### config.mk
export PLATFORM = sky130hd
export DESIGN_NAME = bitmap_block_allocator_flat
export DESIGN_NICKNAME = d
export VERILOG_FILES = /design/src/hw/rtl/bba_pkg.sv /design/src/hw/rtl/bba_ifs.sv /design/src/hw/rtl/bba_div.sv /design/src/hw/rtl/bba_dp.sv /design/src/hw/rtl/bba_ctrl.sv /design/src/hw/rtl/bitmap_block_allocator.sv /design/src/flat_wrapper.sv
export SDC_FILE = /design/constraint.sdc
export NUM_CORES = 1
export LEC_CHECK = 0
export ABC_AREA = 1
export BUFFER_PORTS_ARGS = -buffer_cell sky130_fd_sc_hd__buf_4
export CAP_MARGIN = 30
export CORE_MARGIN = 2
export CORE_UTILIZATION = 63
export DETAILED_ROUTE_END_ITERATION = 6
export PLACE_DENSITY = 0.81
export SYNTH_ARGS = -nofsm -noshare
export SYNTH_HDL_FRONTEND = slang
export SYNTH_SLANG_ARGS = --single-unit
### constraint.sdc
create_clock -name clk -period 5.75 [get_ports clk]
set_input_delay 0.8625 -clock clk [delete_from_list [all_inputs] [get_ports clk]]
set_output_delay 0.8625 -clock clk [all_outputs]
set_load 0.02 [all_outputs]
### src/hw/rtl/bba_pkg.sv
// Shared types and constants of the bitmap block allocator.
package bba_pkg;

  localparam int MAX_BLOCKS_DEF = 256;
  localparam int MAX_BLOCK_SIZE = 4096;

  localparam int OFF_W      = 20;
  localparam int LIMIT_W    = 9;
  localparam int SIZE_W     = 13;
  localparam int CNT_W      = 9;
  localparam int BIDX_W     = 8;
  localparam int CFG_DATA_W = 13;
  localparam int CFG_IDX_W  = 1;
  localparam int ROW_BITS   = 8;

  localparam logic OP_ALLOC = 1'b0;
  localparam logic OP_FREE  = 1'b1;

  localparam logic [CFG_IDX_W-1:0] CFG_LIMIT = 1'b0;
  localparam logic [CFG_IDX_W-1:0] CFG_SIZE  = 1'b1;

  localparam logic [LIMIT_W-1:0] LIMIT_RESET = 9'd256;
  localparam logic [SIZE_W-1:0]  SIZE_RESET  = 13'd512;

  typedef enum logic [1:0] {
    ST_ALLOC = 2'd0,
    ST_FULL  = 2'd1,
    ST_FREED = 2'd2,
    ST_RANGE = 2'd3
  } status_t;

  typedef struct packed {
    logic clr;
    logic load;
    logic scan;
    logic hit_cap;
    logic mul;
    logic fchk;
    logic frd_cap;
    logic emit;
  } ctrl_cmd_t;

  typedef struct packed {
    logic clr_done;
    logic hit;
    logic exhausted;
    logic div_done;
    logic out_free;
  } dp_stat_t;

endpackage

### src/hw/rtl/bba_ifs.sv
// Valid/ready channel interfaces: request, response and configuration write.
interface bba_req_if;
  logic                     valid;
  logic                     ready;
  logic                     opcode;
  logic [bba_pkg::OFF_W-1:0] free_offset;

  modport source (output valid, output opcode, output free_offset, input ready);
  modport sink   (input valid, input opcode, input free_offset, output ready);
endinterface

interface bba_rsp_if;
  logic                      valid;
  logic                      ready;
  logic [1:0]                status;
  logic [bba_pkg::BIDX_W-1:0] block_index;
  logic [bba_pkg::OFF_W-1:0]  block_offset;
  logic [bba_pkg::CNT_W-1:0]  used_count;

  modport source (output valid, output status, output block_index, output block_offset,
                  output used_count, input ready);
  modport sink   (input valid, input status, input block_index, input block_offset,
                  input used_count, output ready);
endinterface

interface bba_cfg_if;
  logic                          valid;
  logic                          ready;
  logic [bba_pkg::CFG_IDX_W-1:0]  index;
  logic [bba_pkg::CFG_DATA_W-1:0] data;

  modport source (output valid, output index, output data, input ready);
  modport sink   (input valid, input index, input data, output ready);
endinterface

### src/hw/rtl/bba_div.sv
// Restoring divider, one quotient bit per cycle, for free offset to block index.
module bba_div (
  input  logic                      clk,
  input  logic                      rst,
  input  logic                      start,
  input  logic [bba_pkg::OFF_W-1:0]  dividend,
  input  logic [bba_pkg::SIZE_W-1:0] divisor,
  output logic                      done,
  output logic [bba_pkg::OFF_W-1:0]  quotient
);
  import bba_pkg::*;

  localparam int CW = $clog2(OFF_W + 1);

  logic              busy;
  logic [CW-1:0]     cnt;
  logic [OFF_W-1:0]  q;
  logic [SIZE_W-1:0] rem;
  logic [SIZE_W-1:0] dvs;
  logic [SIZE_W:0]   rem_sh;
  logic [SIZE_W:0]   rem_sub;
  logic              ge;

  assign rem_sh  = {rem, q[OFF_W-1]};
  assign ge      = rem_sh >= {1'b0, dvs};
  assign rem_sub = rem_sh - {1'b0, dvs};

  always_ff @(posedge clk) begin
    if (rst) begin
      busy <= 1'b0;
      done <= 1'b0;
      cnt  <= '0;
    end else begin
      done <= 1'b0;
      if (start) begin
        busy <= 1'b1;
        cnt  <= CW'(OFF_W);
      end else if (busy) begin
        cnt <= cnt - CW'(1);
        if (cnt == CW'(1)) begin
          busy <= 1'b0;
          done <= 1'b1;
        end
      end
    end
  end

  always_ff @(posedge clk) begin
    if (start) begin
      q   <= dividend;
      rem <= '0;
      dvs <= divisor;
    end else if (busy) begin
      q   <= {q[OFF_W-2:0], ge};
      rem <= ge ? rem_sub[SIZE_W-1:0] : rem_sh[SIZE_W-1:0];
    end
  end

  assign quotient = q;

`ifndef ASSERT_OFF
  a_start_busy: assert property (@(posedge clk) disable iff (rst) start |=> busy)
    else $error("divider did not start");
  a_done_idle: assert property (@(posedge clk) disable iff (rst) done |-> !busy)
    else $error("divider done while busy");
  a_rem_bound: assert property (@(posedge clk) disable iff (rst) done |-> rem < dvs)
    else $error("divider remainder not below divisor");
`endif

endmodule

### src/hw/rtl/bba_dp.sv
// Datapath: used-bit map memory, scan, divider, offset multiply, count and result register.
module bba_dp #(
  parameter int MAX_BLOCKS = bba_pkg::MAX_BLOCKS_DEF
) (
  input  logic                          clk,
  input  logic                          rst,
  input  bba_pkg::ctrl_cmd_t            cmd,
  output bba_pkg::dp_stat_t             stat,
  input  logic                          cfg_valid,
  input  logic [bba_pkg::CFG_IDX_W-1:0]  cfg_index,
  input  logic [bba_pkg::CFG_DATA_W-1:0] cfg_data,
  output logic                          cfg_ready,
  input  logic                          req_opcode,
  input  logic [bba_pkg::OFF_W-1:0]      req_free_offset,
  output logic                          rsp_valid,
  input  logic                          rsp_ready,
  output logic [1:0]                    rsp_status,
  output logic [bba_pkg::BIDX_W-1:0]     rsp_block_index,
  output logic [bba_pkg::OFF_W-1:0]      rsp_block_offset,
  output logic [bba_pkg::CNT_W-1:0]      rsp_used_count
);
  import bba_pkg::*;

  localparam int ROWS   = MAX_BLOCKS / ROW_BITS;
  localparam int RA_W   = (ROWS > 1) ? $clog2(ROWS) : 1;
  localparam int RC_W   = $clog2(ROWS + 1);
  localparam int LRW    = (RC_W > 6) ? RC_W : 6;
  localparam int IDX_W  = RA_W + 3;
  localparam int PW     = IDX_W + SIZE_W + OFF_W;
  localparam int CMPW   = OFF_W + LRW + 3;

  logic [ROW_BITS-1:0] mem [ROWS];

  logic [LIMIT_W-1:0] lim_cfg;
  logic [SIZE_W-1:0]  size_cfg;
  logic [SIZE_W-1:0]  act_size;
  logic [LRW-1:0]     act_rows;

  logic               op;
  logic [LRW-1:0]     lim_rows;
  logic [SIZE_W-1:0]  size;
  logic [LRW-1:0]     ptr;
  logic               rd_vld;
  logic [RA_W-1:0]    rd_row;
  logic [ROW_BITS-1:0] rd_data;
  logic               found;
  logic               inr;
  logic               dec;
  logic [RA_W-1:0]    wr_row;
  logic [ROW_BITS-1:0] wr_val;
  logic [IDX_W-1:0]   idx;
  logic [OFF_W-1:0]   boff;
  logic [CNT_W-1:0]   count;
  logic [RC_W-1:0]    clr_ptr;

  logic               div_done;
  logic [OFF_W-1:0]   quot;
  logic               scan_more;
  logic               clr_done;
  logic [2:0]         zbit;
  logic               rd_en;
  logic [RA_W-1:0]    rd_addr;
  logic               we;
  logic [RA_W-1:0]    wa;
  logic [ROW_BITS-1:0] wd;
  logic [PW-1:0]      prod;
  logic [CMPW-1:0]    q_ext;
  logic [CMPW-1:0]    lim_ext;
  logic [IDX_W+BIDX_W-1:0] idx_ext;
  logic               upd;
  logic [CNT_W-1:0]   count_next;
  status_t            st_next;
  logic [BIDX_W-1:0]  bidx_next;
  logic [OFF_W-1:0]   boff_next;

  // active limit in rows of eight, capped at the map depth
  assign act_rows = (LRW'(lim_cfg[LIMIT_W-1:3]) > LRW'(ROWS)) ? LRW'(ROWS)
                                                              : LRW'(lim_cfg[LIMIT_W-1:3]);
  always_comb begin
    act_size = size_cfg;
    if (size_cfg == '0) begin
      act_size = SIZE_W'(1);
    end else if (size_cfg > SIZE_W'(MAX_BLOCK_SIZE)) begin
      act_size = SIZE_W'(MAX_BLOCK_SIZE);
    end
  end

  assign cfg_ready = 1'b1;

  always_ff @(posedge clk) begin
    if (rst) begin
      lim_cfg  <= LIMIT_RESET;
      size_cfg <= SIZE_RESET;
    end else if (cfg_valid) begin
      case (cfg_index)
        CFG_LIMIT: lim_cfg  <= cfg_data[LIMIT_W-1:0];
        CFG_SIZE:  size_cfg <= cfg_data[SIZE_W-1:0];
        default: ;
      endcase
    end
  end

  bba_div u_div (
    .clk      (clk),
    .rst      (rst),
    .start    (cmd.load && req_opcode == OP_FREE),
    .dividend (req_free_offset),
    .divisor  (act_size),
    .done     (div_done),
    .quotient (quot)
  );

  assign scan_more = ptr < lim_rows;
  assign clr_done  = clr_ptr == RC_W'(ROWS);

  always_comb begin
    zbit = '0;
    for (int i = ROW_BITS - 1; i >= 0; i--) begin
      if (!rd_data[i]) zbit = 3'(i);
    end
  end

  assign stat.clr_done  = clr_done;
  assign stat.hit       = rd_vld && (rd_data != '1);
  assign stat.exhausted = !scan_more && !rd_vld;
  assign stat.div_done  = div_done;
  assign stat.out_free  = !rsp_valid || rsp_ready;

  // map memory ports
  assign rd_en   = (cmd.scan && scan_more) || cmd.fchk;
  assign rd_addr = cmd.fchk ? quot[RA_W+2:3] : ptr[RA_W-1:0];
  assign upd     = (op == OP_ALLOC) ? found : inr;
  assign we      = (cmd.clr && !clr_done) || (cmd.emit && upd);
  assign wa      = cmd.clr ? clr_ptr[RA_W-1:0] : wr_row;
  assign wd      = cmd.clr ? '0 : wr_val;

  always_ff @(posedge clk) begin
    if (we) begin
      mem[wa] <= wd;
    end
    if (rd_en) begin
      rd_data <= mem[rd_addr];
    end
  end

  assign prod    = PW'(idx) * PW'(size);
  assign q_ext   = CMPW'(quot);
  assign lim_ext = CMPW'({lim_rows, 3'b000});
  assign idx_ext = {{BIDX_W{1'b0}}, idx};

  always_comb begin
    count_next = count;
    st_next    = ST_FULL;
    bidx_next  = '0;
    boff_next  = '0;
    if (op == OP_ALLOC) begin
      if (found) begin
        st_next    = ST_ALLOC;
        count_next = count + CNT_W'(1);
        bidx_next  = idx_ext[BIDX_W-1:0];
        boff_next  = boff;
      end
    end else if (inr) begin
      st_next    = ST_FREED;
      count_next = count - CNT_W'(dec);
      bidx_next  = idx_ext[BIDX_W-1:0];
    end else begin
      st_next = ST_RANGE;
    end
  end

  always_ff @(posedge clk) begin
    if (rst) begin
      clr_ptr   <= '0;
      count     <= '0;
      rd_vld    <= 1'b0;
      found     <= 1'b0;
      inr       <= 1'b0;
      rsp_valid <= 1'b0;
    end else begin
      if (cmd.clr && !clr_done) begin
        clr_ptr <= clr_ptr + RC_W'(1);
      end
      if (cmd.load) begin
        rd_vld <= 1'b0;
        found  <= 1'b0;
        inr    <= 1'b0;
      end
      if (cmd.scan) begin
        rd_vld <= scan_more;
      end
      if (cmd.hit_cap) begin
        found <= 1'b1;
      end
      if (cmd.fchk) begin
        inr <= q_ext < lim_ext;
      end
      if (cmd.emit) begin
        count     <= count_next;
        rsp_valid <= 1'b1;
      end else if (rsp_ready) begin
        rsp_valid <= 1'b0;
      end
    end
  end

  always_ff @(posedge clk) begin
    if (cmd.load) begin
      op       <= req_opcode;
      lim_rows <= act_rows;
      size     <= act_size;
      ptr      <= '0;
    end
    if (cmd.scan && scan_more) begin
      ptr    <= ptr + LRW'(1);
      rd_row <= ptr[RA_W-1:0];
    end
    if (cmd.hit_cap) begin
      wr_row <= rd_row;
      wr_val <= rd_data | (ROW_BITS'(1) << zbit);
      idx    <= {rd_row, zbit};
    end
    if (cmd.mul) begin
      boff <= prod[OFF_W-1:0];
    end
    if (cmd.fchk) begin
      idx <= quot[IDX_W-1:0];
    end
    if (cmd.frd_cap) begin
      wr_row <= idx[IDX_W-1:3];
      wr_val <= rd_data & ~(ROW_BITS'(1) << idx[2:0]);
      dec    <= rd_data[idx[2:0]];
    end
    if (cmd.emit) begin
      rsp_status       <= st_next;
      rsp_block_index  <= bidx_next;
      rsp_block_offset <= boff_next;
      rsp_used_count   <= count_next;
    end
  end

`ifndef ASSERT_OFF
  a_count_hold: assert property (@(posedge clk) disable iff (rst)
    !cmd.emit |=> $stable(count))
    else $error("block count changed without a result");
  a_count_inc: assert property (@(posedge clk) disable iff (rst)
    cmd.emit && op == OP_ALLOC && found |=> count == $past(count) + CNT_W'(1))
    else $error("allocation did not bump the block count");
  a_emit_valid: assert property (@(posedge clk) disable iff (rst)
    cmd.emit |=> rsp_valid)
    else $error("result lost");
`endif

endmodule

### src/hw/rtl/bba_ctrl.sv
// Controller state machine: clearing pass, allocate scan and free sequence.
module bba_ctrl (
  input  logic               clk,
  input  logic               rst,
  input  logic               req_valid,
  input  logic               req_opcode,
  output logic               req_ready,
  input  bba_pkg::dp_stat_t  stat,
  output bba_pkg::ctrl_cmd_t cmd
);
  import bba_pkg::*;

  typedef enum logic [7:0] {
    S_CLEAR = 8'b0000_0001,
    S_IDLE  = 8'b0000_0010,
    S_SCAN  = 8'b0000_0100,
    S_MUL   = 8'b0000_1000,
    S_DIV   = 8'b0001_0000,
    S_FCHK  = 8'b0010_0000,
    S_FRD   = 8'b0100_0000,
    S_EMIT  = 8'b1000_0000
  } state_t;

  state_t state;
  state_t state_next;

  always_ff @(posedge clk) begin
    if (rst) begin
      state <= S_CLEAR;
    end else begin
      state <= state_next;
    end
  end

  always_comb begin
    state_next = state;
    cmd        = '0;
    req_ready  = 1'b0;
    case (state)
      S_CLEAR: begin
        cmd.clr = 1'b1;
        if (stat.clr_done) state_next = S_IDLE;
      end
      S_IDLE: begin
        req_ready = 1'b1;
        if (req_valid) begin
          cmd.load   = 1'b1;
          state_next = (req_opcode == OP_FREE) ? S_DIV : S_SCAN;
        end
      end
      S_SCAN: begin
        if (stat.hit) begin
          cmd.hit_cap = 1'b1;
          state_next  = S_MUL;
        end else if (stat.exhausted) begin
          state_next = S_EMIT;
        end else begin
          cmd.scan = 1'b1;
        end
      end
      S_MUL: begin
        cmd.mul    = 1'b1;
        state_next = S_EMIT;
      end
      S_DIV: begin
        if (stat.div_done) state_next = S_FCHK;
      end
      S_FCHK: begin
        cmd.fchk   = 1'b1;
        state_next = S_FRD;
      end
      S_FRD: begin
        cmd.frd_cap = 1'b1;
        state_next  = S_EMIT;
      end
      S_EMIT: begin
        if (stat.out_free) begin
          cmd.emit   = 1'b1;
          state_next = S_IDLE;
        end
      end
      default: state_next = S_IDLE;
    endcase
  end

`ifndef ASSERT_OFF
  a_dispatch: assert property (@(posedge clk) disable iff (rst)
    req_valid && req_ready |=> state == S_SCAN || state == S_DIV)
    else $error("accepted transaction not dispatched");
  a_div_wait: assert property (@(posedge clk) disable iff (rst)
    state == S_DIV && !stat.div_done |=> state == S_DIV)
    else $error("left divide before quotient ready");
  a_emit_idle: assert property (@(posedge clk) disable iff (rst)
    cmd.emit |=> state == S_IDLE)
    else $error("no return to idle after result");
`endif

endmodule

### src/hw/rtl/bitmap_block_allocator.sv
// Top level of the bitmap block allocator.
// Bitmap block allocator: one used bit per block, held in a memory of rows of eight bits.
// After reset a clearing pass writes MAX_BLOCKS/8 rows, one per cycle, before the first
// request is taken; configuration writes are accepted at any time and take effect on the
// next request. An allocate reads one row per cycle from the map until it finds a row with
// a free bit, scanning up to limit/8 rows (at most MAX_BLOCKS/8).
// A free divides the offset by the block size in a one-bit-per-cycle divider. One request
// is in flight at a time; the result register lets the next request be accepted while the
// previous result waits to be taken.
module bitmap_block_allocator #(
  parameter int MAX_BLOCKS = bba_pkg::MAX_BLOCKS_DEF
) (
  input  logic      clk,
  input  logic      rst,
  bba_cfg_if.sink   cfg,
  bba_req_if.sink   req,
  bba_rsp_if.source rsp
);
  import bba_pkg::*;

  ctrl_cmd_t cmd;
  dp_stat_t  stat;

  bba_ctrl u_ctrl (
    .clk        (clk),
    .rst        (rst),
    .req_valid  (req.valid),
    .req_opcode (req.opcode),
    .req_ready  (req.ready),
    .stat       (stat),
    .cmd        (cmd)
  );

  bba_dp #(
    .MAX_BLOCKS (MAX_BLOCKS)
  ) u_dp (
    .clk              (clk),
    .rst              (rst),
    .cmd              (cmd),
    .stat             (stat),
    .cfg_valid        (cfg.valid),
    .cfg_index        (cfg.index),
    .cfg_data         (cfg.data),
    .cfg_ready        (cfg.ready),
    .req_opcode       (req.opcode),
    .req_free_offset  (req.free_offset),
    .rsp_valid        (rsp.valid),
    .rsp_ready        (rsp.ready),
    .rsp_status       (rsp.status),
    .rsp_block_index  (rsp.block_index),
    .rsp_block_offset (rsp.block_offset),
    .rsp_used_count   (rsp.used_count)
  );

endmodule

### src/flat_wrapper.sv
// flat-port wrapper written by rule: the top's interface ports become plain ports
module bitmap_block_allocator_flat import bba_pkg::*;
#(
  parameter int MAX_BLOCKS = bba_pkg::MAX_BLOCKS_DEF
)
  (clk, rst, cfg_valid, cfg_index, cfg_data, cfg_ready, req_valid, req_opcode, req_free_offset, req_ready, rsp_valid, rsp_status, rsp_block_index, rsp_block_offset, rsp_used_count, rsp_ready);
  bba_cfg_if cfg_i ();
  bba_req_if req_i ();
  bba_rsp_if rsp_i ();
  input  logic clk;
  input  logic rst;
  input wire logic [$bits(cfg_i.valid)-1:0] cfg_valid;
  input wire logic [$bits(cfg_i.index)-1:0] cfg_index;
  input wire logic [$bits(cfg_i.data)-1:0] cfg_data;
  output wire logic [$bits(cfg_i.ready)-1:0] cfg_ready;
  input wire logic [$bits(req_i.valid)-1:0] req_valid;
  input wire logic [$bits(req_i.opcode)-1:0] req_opcode;
  input wire logic [$bits(req_i.free_offset)-1:0] req_free_offset;
  output wire logic [$bits(req_i.ready)-1:0] req_ready;
  output wire logic [$bits(rsp_i.valid)-1:0] rsp_valid;
  output wire logic [$bits(rsp_i.status)-1:0] rsp_status;
  output wire logic [$bits(rsp_i.block_index)-1:0] rsp_block_index;
  output wire logic [$bits(rsp_i.block_offset)-1:0] rsp_block_offset;
  output wire logic [$bits(rsp_i.used_count)-1:0] rsp_used_count;
  input wire logic [$bits(rsp_i.ready)-1:0] rsp_ready;
  assign cfg_i.valid = cfg_valid;
  assign cfg_i.index = cfg_index;
  assign cfg_i.data = cfg_data;
  assign cfg_ready = cfg_i.ready;
  assign req_i.valid = req_valid;
  assign req_i.opcode = req_opcode;
  assign req_i.free_offset = req_free_offset;
  assign req_ready = req_i.ready;
  assign rsp_valid = rsp_i.valid;
  assign rsp_status = rsp_i.status;
  assign rsp_block_index = rsp_i.block_index;
  assign rsp_block_offset = rsp_i.block_offset;
  assign rsp_used_count = rsp_i.used_count;
  assign rsp_i.ready = rsp_ready;
  bitmap_block_allocator #(.MAX_BLOCKS(MAX_BLOCKS)) u_core (.clk(clk), .rst(rst), .cfg(cfg_i), .req(req_i), .rsp(rsp_i));
endmodule
==> results.sh <==
export IMPL_outcome="completed"
export IMPL_whs_ns=0.474
export IMPL_finalHoldViolations=0
export IMPL_ys_seq_area_frac=0.550
export IMPL_synth_seq_cells=475
export IMPL_ios=82
export IMPL_gp_congestion=0.943
export IMPL_crit_buf_inv=3
export IMPL_insertion_delay_ns=0.58
export IMPL_grt_max_degree=89
export IMPL_start_util=0.639
export IMPL_power_frac_comb=0.080
export IMPL_synth_area_top_cells="edfxtp_1 (50%), inv_1 (8.7%), nand2_1 (8.2%)"
export IMPL_clock_skew_ns=0.0169
export IMPL_worst_pin_slew_ns=1.02
export IMPL_max_cap_violations=0
export IMPL_ctsHoldBuffers=0
export IMPL_vdd_drop_max_mv=0.290
export IMPL_grt_pass1_vias=17630
export IMPL_wl_mm=56.0
export IMPL_path_max_fanout=20
export IMPL_numClockSinks=475
export IMPL_die_area_sq_um=40900
export IMPL_htree_levels=2
export IMPL_post_cts_setup_buffers=0
export IMPL_cp_cell_sequence="nand2_1, inv_1, fa_1, ha_1, inv_1, fa_1, fa_1, inv_1, ha_1, nand2_1, o21ai_0, a21boi_0, o21ai_0, a31oi_1, xnor2_1"
export IMPL_drt_iter0_drc=1678
export IMPL_cts_buffers=47
export IMPL_dr_pass1_iters=6
export IMPL_cp_top_family="adder cells"
export IMPL_clockBufferDepth=3
export IMPL_synth_cell_types=57
export IMPL_cp_arrival_ns=5.25
export IMPL_clkTransAtPathRegs_ns=0.06
export IMPL_n_fill_cell=2780
export IMPL_design_area_sq_um=27200
export IMPL_coreArea_sq_um=38700
export IMPL_setup_violations=0
export IMPL_place_area_sq_um=25700
export IMPL_synth_edff_count=409
export IMPL_cts_root_buffer="clkbuf_16"
export IMPL_yosysTopAreaCell="edfxtp_1"
export IMPL_grt_use_total=0.278
export IMPL_pwr_share_clk=0.409
export IMPL_static_leakage_power_nw=12.4
export IMPL_drc=0
export IMPL_powerDensity_nw_per_um2=285
export IMPL_critPathKind="reg2reg"
export IMPL_ant_nets=0
export IMPL_slowest_stage="edfxtp_1"
export IMPL_vias_per_cell=5.54
export IMPL_syn_nets=2801
export IMPL_p_seq_frac=0.511
export IMPL_grt_pass1_wl_mm=89.5
export IMPL_dieHeight_um=202
export IMPL_fin_setup_tns_ns=0
export IMPL_vias=17840
export IMPL_power_mw=7.77
export IMPL_portBuffers=80
export IMPL_die_x_um=202
export IMPL_antenna_found_initial=0
export IMPL_switching_share=0.232
export IMPL_max_slew_margin=0.317
export IMPL_worstPathRequired_ns=6.07
export IMPL_rsz0062_at_grt="no"
export IMPL_synth_most_common_cell="inv_1"
export IMPL_yosys_area_top_type_share=0.496
export IMPL_netlist_area_sq_um=24700
export IMPL_cp_end_kind="register"
export IMPL_antennaDiodeCount=0
export IMPL_pre_cts_ws_ns=0.867
export IMPL_cts_tree="yes"
export IMPL_grt_ovfl_total=0
export IMPL_start_kind="register"
export IMPL_rows=72
export IMPL_clock_fmax_mhz=203
export IMPL_area_growth_pct=10.1
export IMPL_power_net_switching_mw=1.80
export IMPL_avgSynthCellArea_sq_um=9.43
export IMPL_fin_ws_ns=0.818
export IMPL_wl_per_cell_um=17.4
export IMPL_dp_hpwl_mm=37.2
export IMPL_synthFlopType="edfxtp_1"
export IMPL_period_minus_slack_ns=4.93
export IMPL_timing_final_max_slew_violations=0
export IMPL_cts_resized=0
export IMPL_yosysWarnings=0
export IMPL_hold_path_class="reg2reg"
export IMPL_async_reset_ff_frac=0
export IMPL_cp_slowest_stage_delay_ns=0.83
export IMPL_period_share=0.858
export IMPL_postSynthCellCount=2625
export IMPL_drive_above_1_share=0.0744
export IMPL_cellInternalPower_mw=5.96
export IMPL_synth_common_cells="inv_1 (571), nand2_1 (543), edfxtp_1 (409)"
export IMPL_nets=2840
-- placed cells by master (no fill, tap or decap), types with 11 or more instances in the layout --
cell type	Yosys	final
dfxtp_1	66	66
nand4_1	14	14
ha_1	70	70
xnor2_1	12	12
nand3b_1	32	32
clkinv_2	0	11
nor3_1	18	18
nand2_1	543	543
inv_1	571	571
o21ai_0	95	95
clkinv_1	3	11
fa_1	66	66
clkbuf_16	0	49
edfxtp_1	409	409
a21oi_1	70	70
nor2_1	153	144
buf_4	9	92
nand3_1	283	283
xor2_1	28	28
-- power groups by stage --
stage | Combinational, mW | Clock [mW] | Sequential [mW]
2_1_floorplan | 0.391 | 0 | 4.03
3_3_place_gp | 0.577 | 0 | 4.04
3_5_place_dp | 0.600 | 0 | 4.04
4_1_cts | 0.607 | 3.21 | 3.97
5_1_grt | 0.677 | 3.33 | 3.98
6_report | 0.618 | 3.18 | 3.97
-- cells by family after synthesis --
logic type                 after synthesis  share of synthesized area
xor gates and xnor gates                40                     0.0142
DFF                                    475                      0.550
and+or+nand+nor                       1078                      0.190
buffers and inverters                  682                      0.108
other                                    1                   0.000152
adders and majority gates              136                     0.0888
AOI/OAI and AO/OA                      213                     0.0484
-- registers in the layout, indices dropped and copies added (netlist names), 2 cells and up --
register                      cells
u_core.u_dp.boff                 20
u_core.u_dp.rd_data               8
u_core.u_dp.size                 13
u_core.u_dp.lim_cfg               6
u_core.u_dp.mem                 256
u_core.u_dp.ptr                   6
u_core.u_dp.wr_val                8
u_core.u_dp.rd_row                5
u_core.u_dp.size_cfg             13
u_core.u_dp.clr_ptr               6
u_core.u_ctrl.state               8
u_core.u_dp.idx                   8
u_core.u_dp.rsp_block_offset     20
u_core.u_dp.u_div.rem            13
u_core.u_dp.count                 9
u_core.u_dp.rsp_used_count        9
u_core.u_dp.wr_row                5
u_core.u_dp.u_div.cnt             5
u_core.u_dp.u_div.quotient       20
u_core.u_dp.rsp_block_index       8
u_core.u_dp.u_div.dvs            13
u_core.u_dp.rsp_status            2
u_core.u_dp.lim_rows              6
-- final timing paths --
path,cells after the start,endpoint,startpoint,slack (ns)
max reg2reg,15,u_core.u_dp.boff[13],u_core.u_dp.idx[2],0.82
max,15,u_core.u_dp.boff[13],u_core.u_dp.idx[2],0.82
min,2,u_core.u_dp.size_cfg[11],u_core.u_dp.size_cfg[11],0.47
min reg2reg,2,u_core.u_dp.size_cfg[11],u_core.u_dp.size_cfg[11],0.47
-- stage by stage --
stage,cells,utilization
after global placement,3132,0.662
after detailed placement,3133,0.662
after floorplan,2625,-
after global routing,3219,0.703
final,3219,0.703
after CTS,3219,0.703
-- worst min-delay path: stages (launching register included) --
cell and delay [ns]:
dfxtp_1 0.31, inv_1 0.06, a21oi_1 0.05
-- cell type report --
cell class                      instances  area (sq um)  area share
Multi-Input combinational cell       1468          8520       0.313
Clock inverter                         31           335      0.0123
Clock buffer                           55          1260      0.0462
Timing Repair Buffer                   93           706      0.0259
Sequential cell                       475         13600       0.499
Inverter                              579          2170      0.0798
Tap cell                              518           648      0.0238
-- layer usage --
layer  track usage  vias to the layer above  share of wire
met5             0                        -              0
met4         0.125                        0          0.039
met3        0.0393                      166          0.075
met2         0.476                      775           0.50
met1         0.352                     8422           0.39
li1              -                     8477              -
No activity file was read; power rests on OpenSTA's default activity.
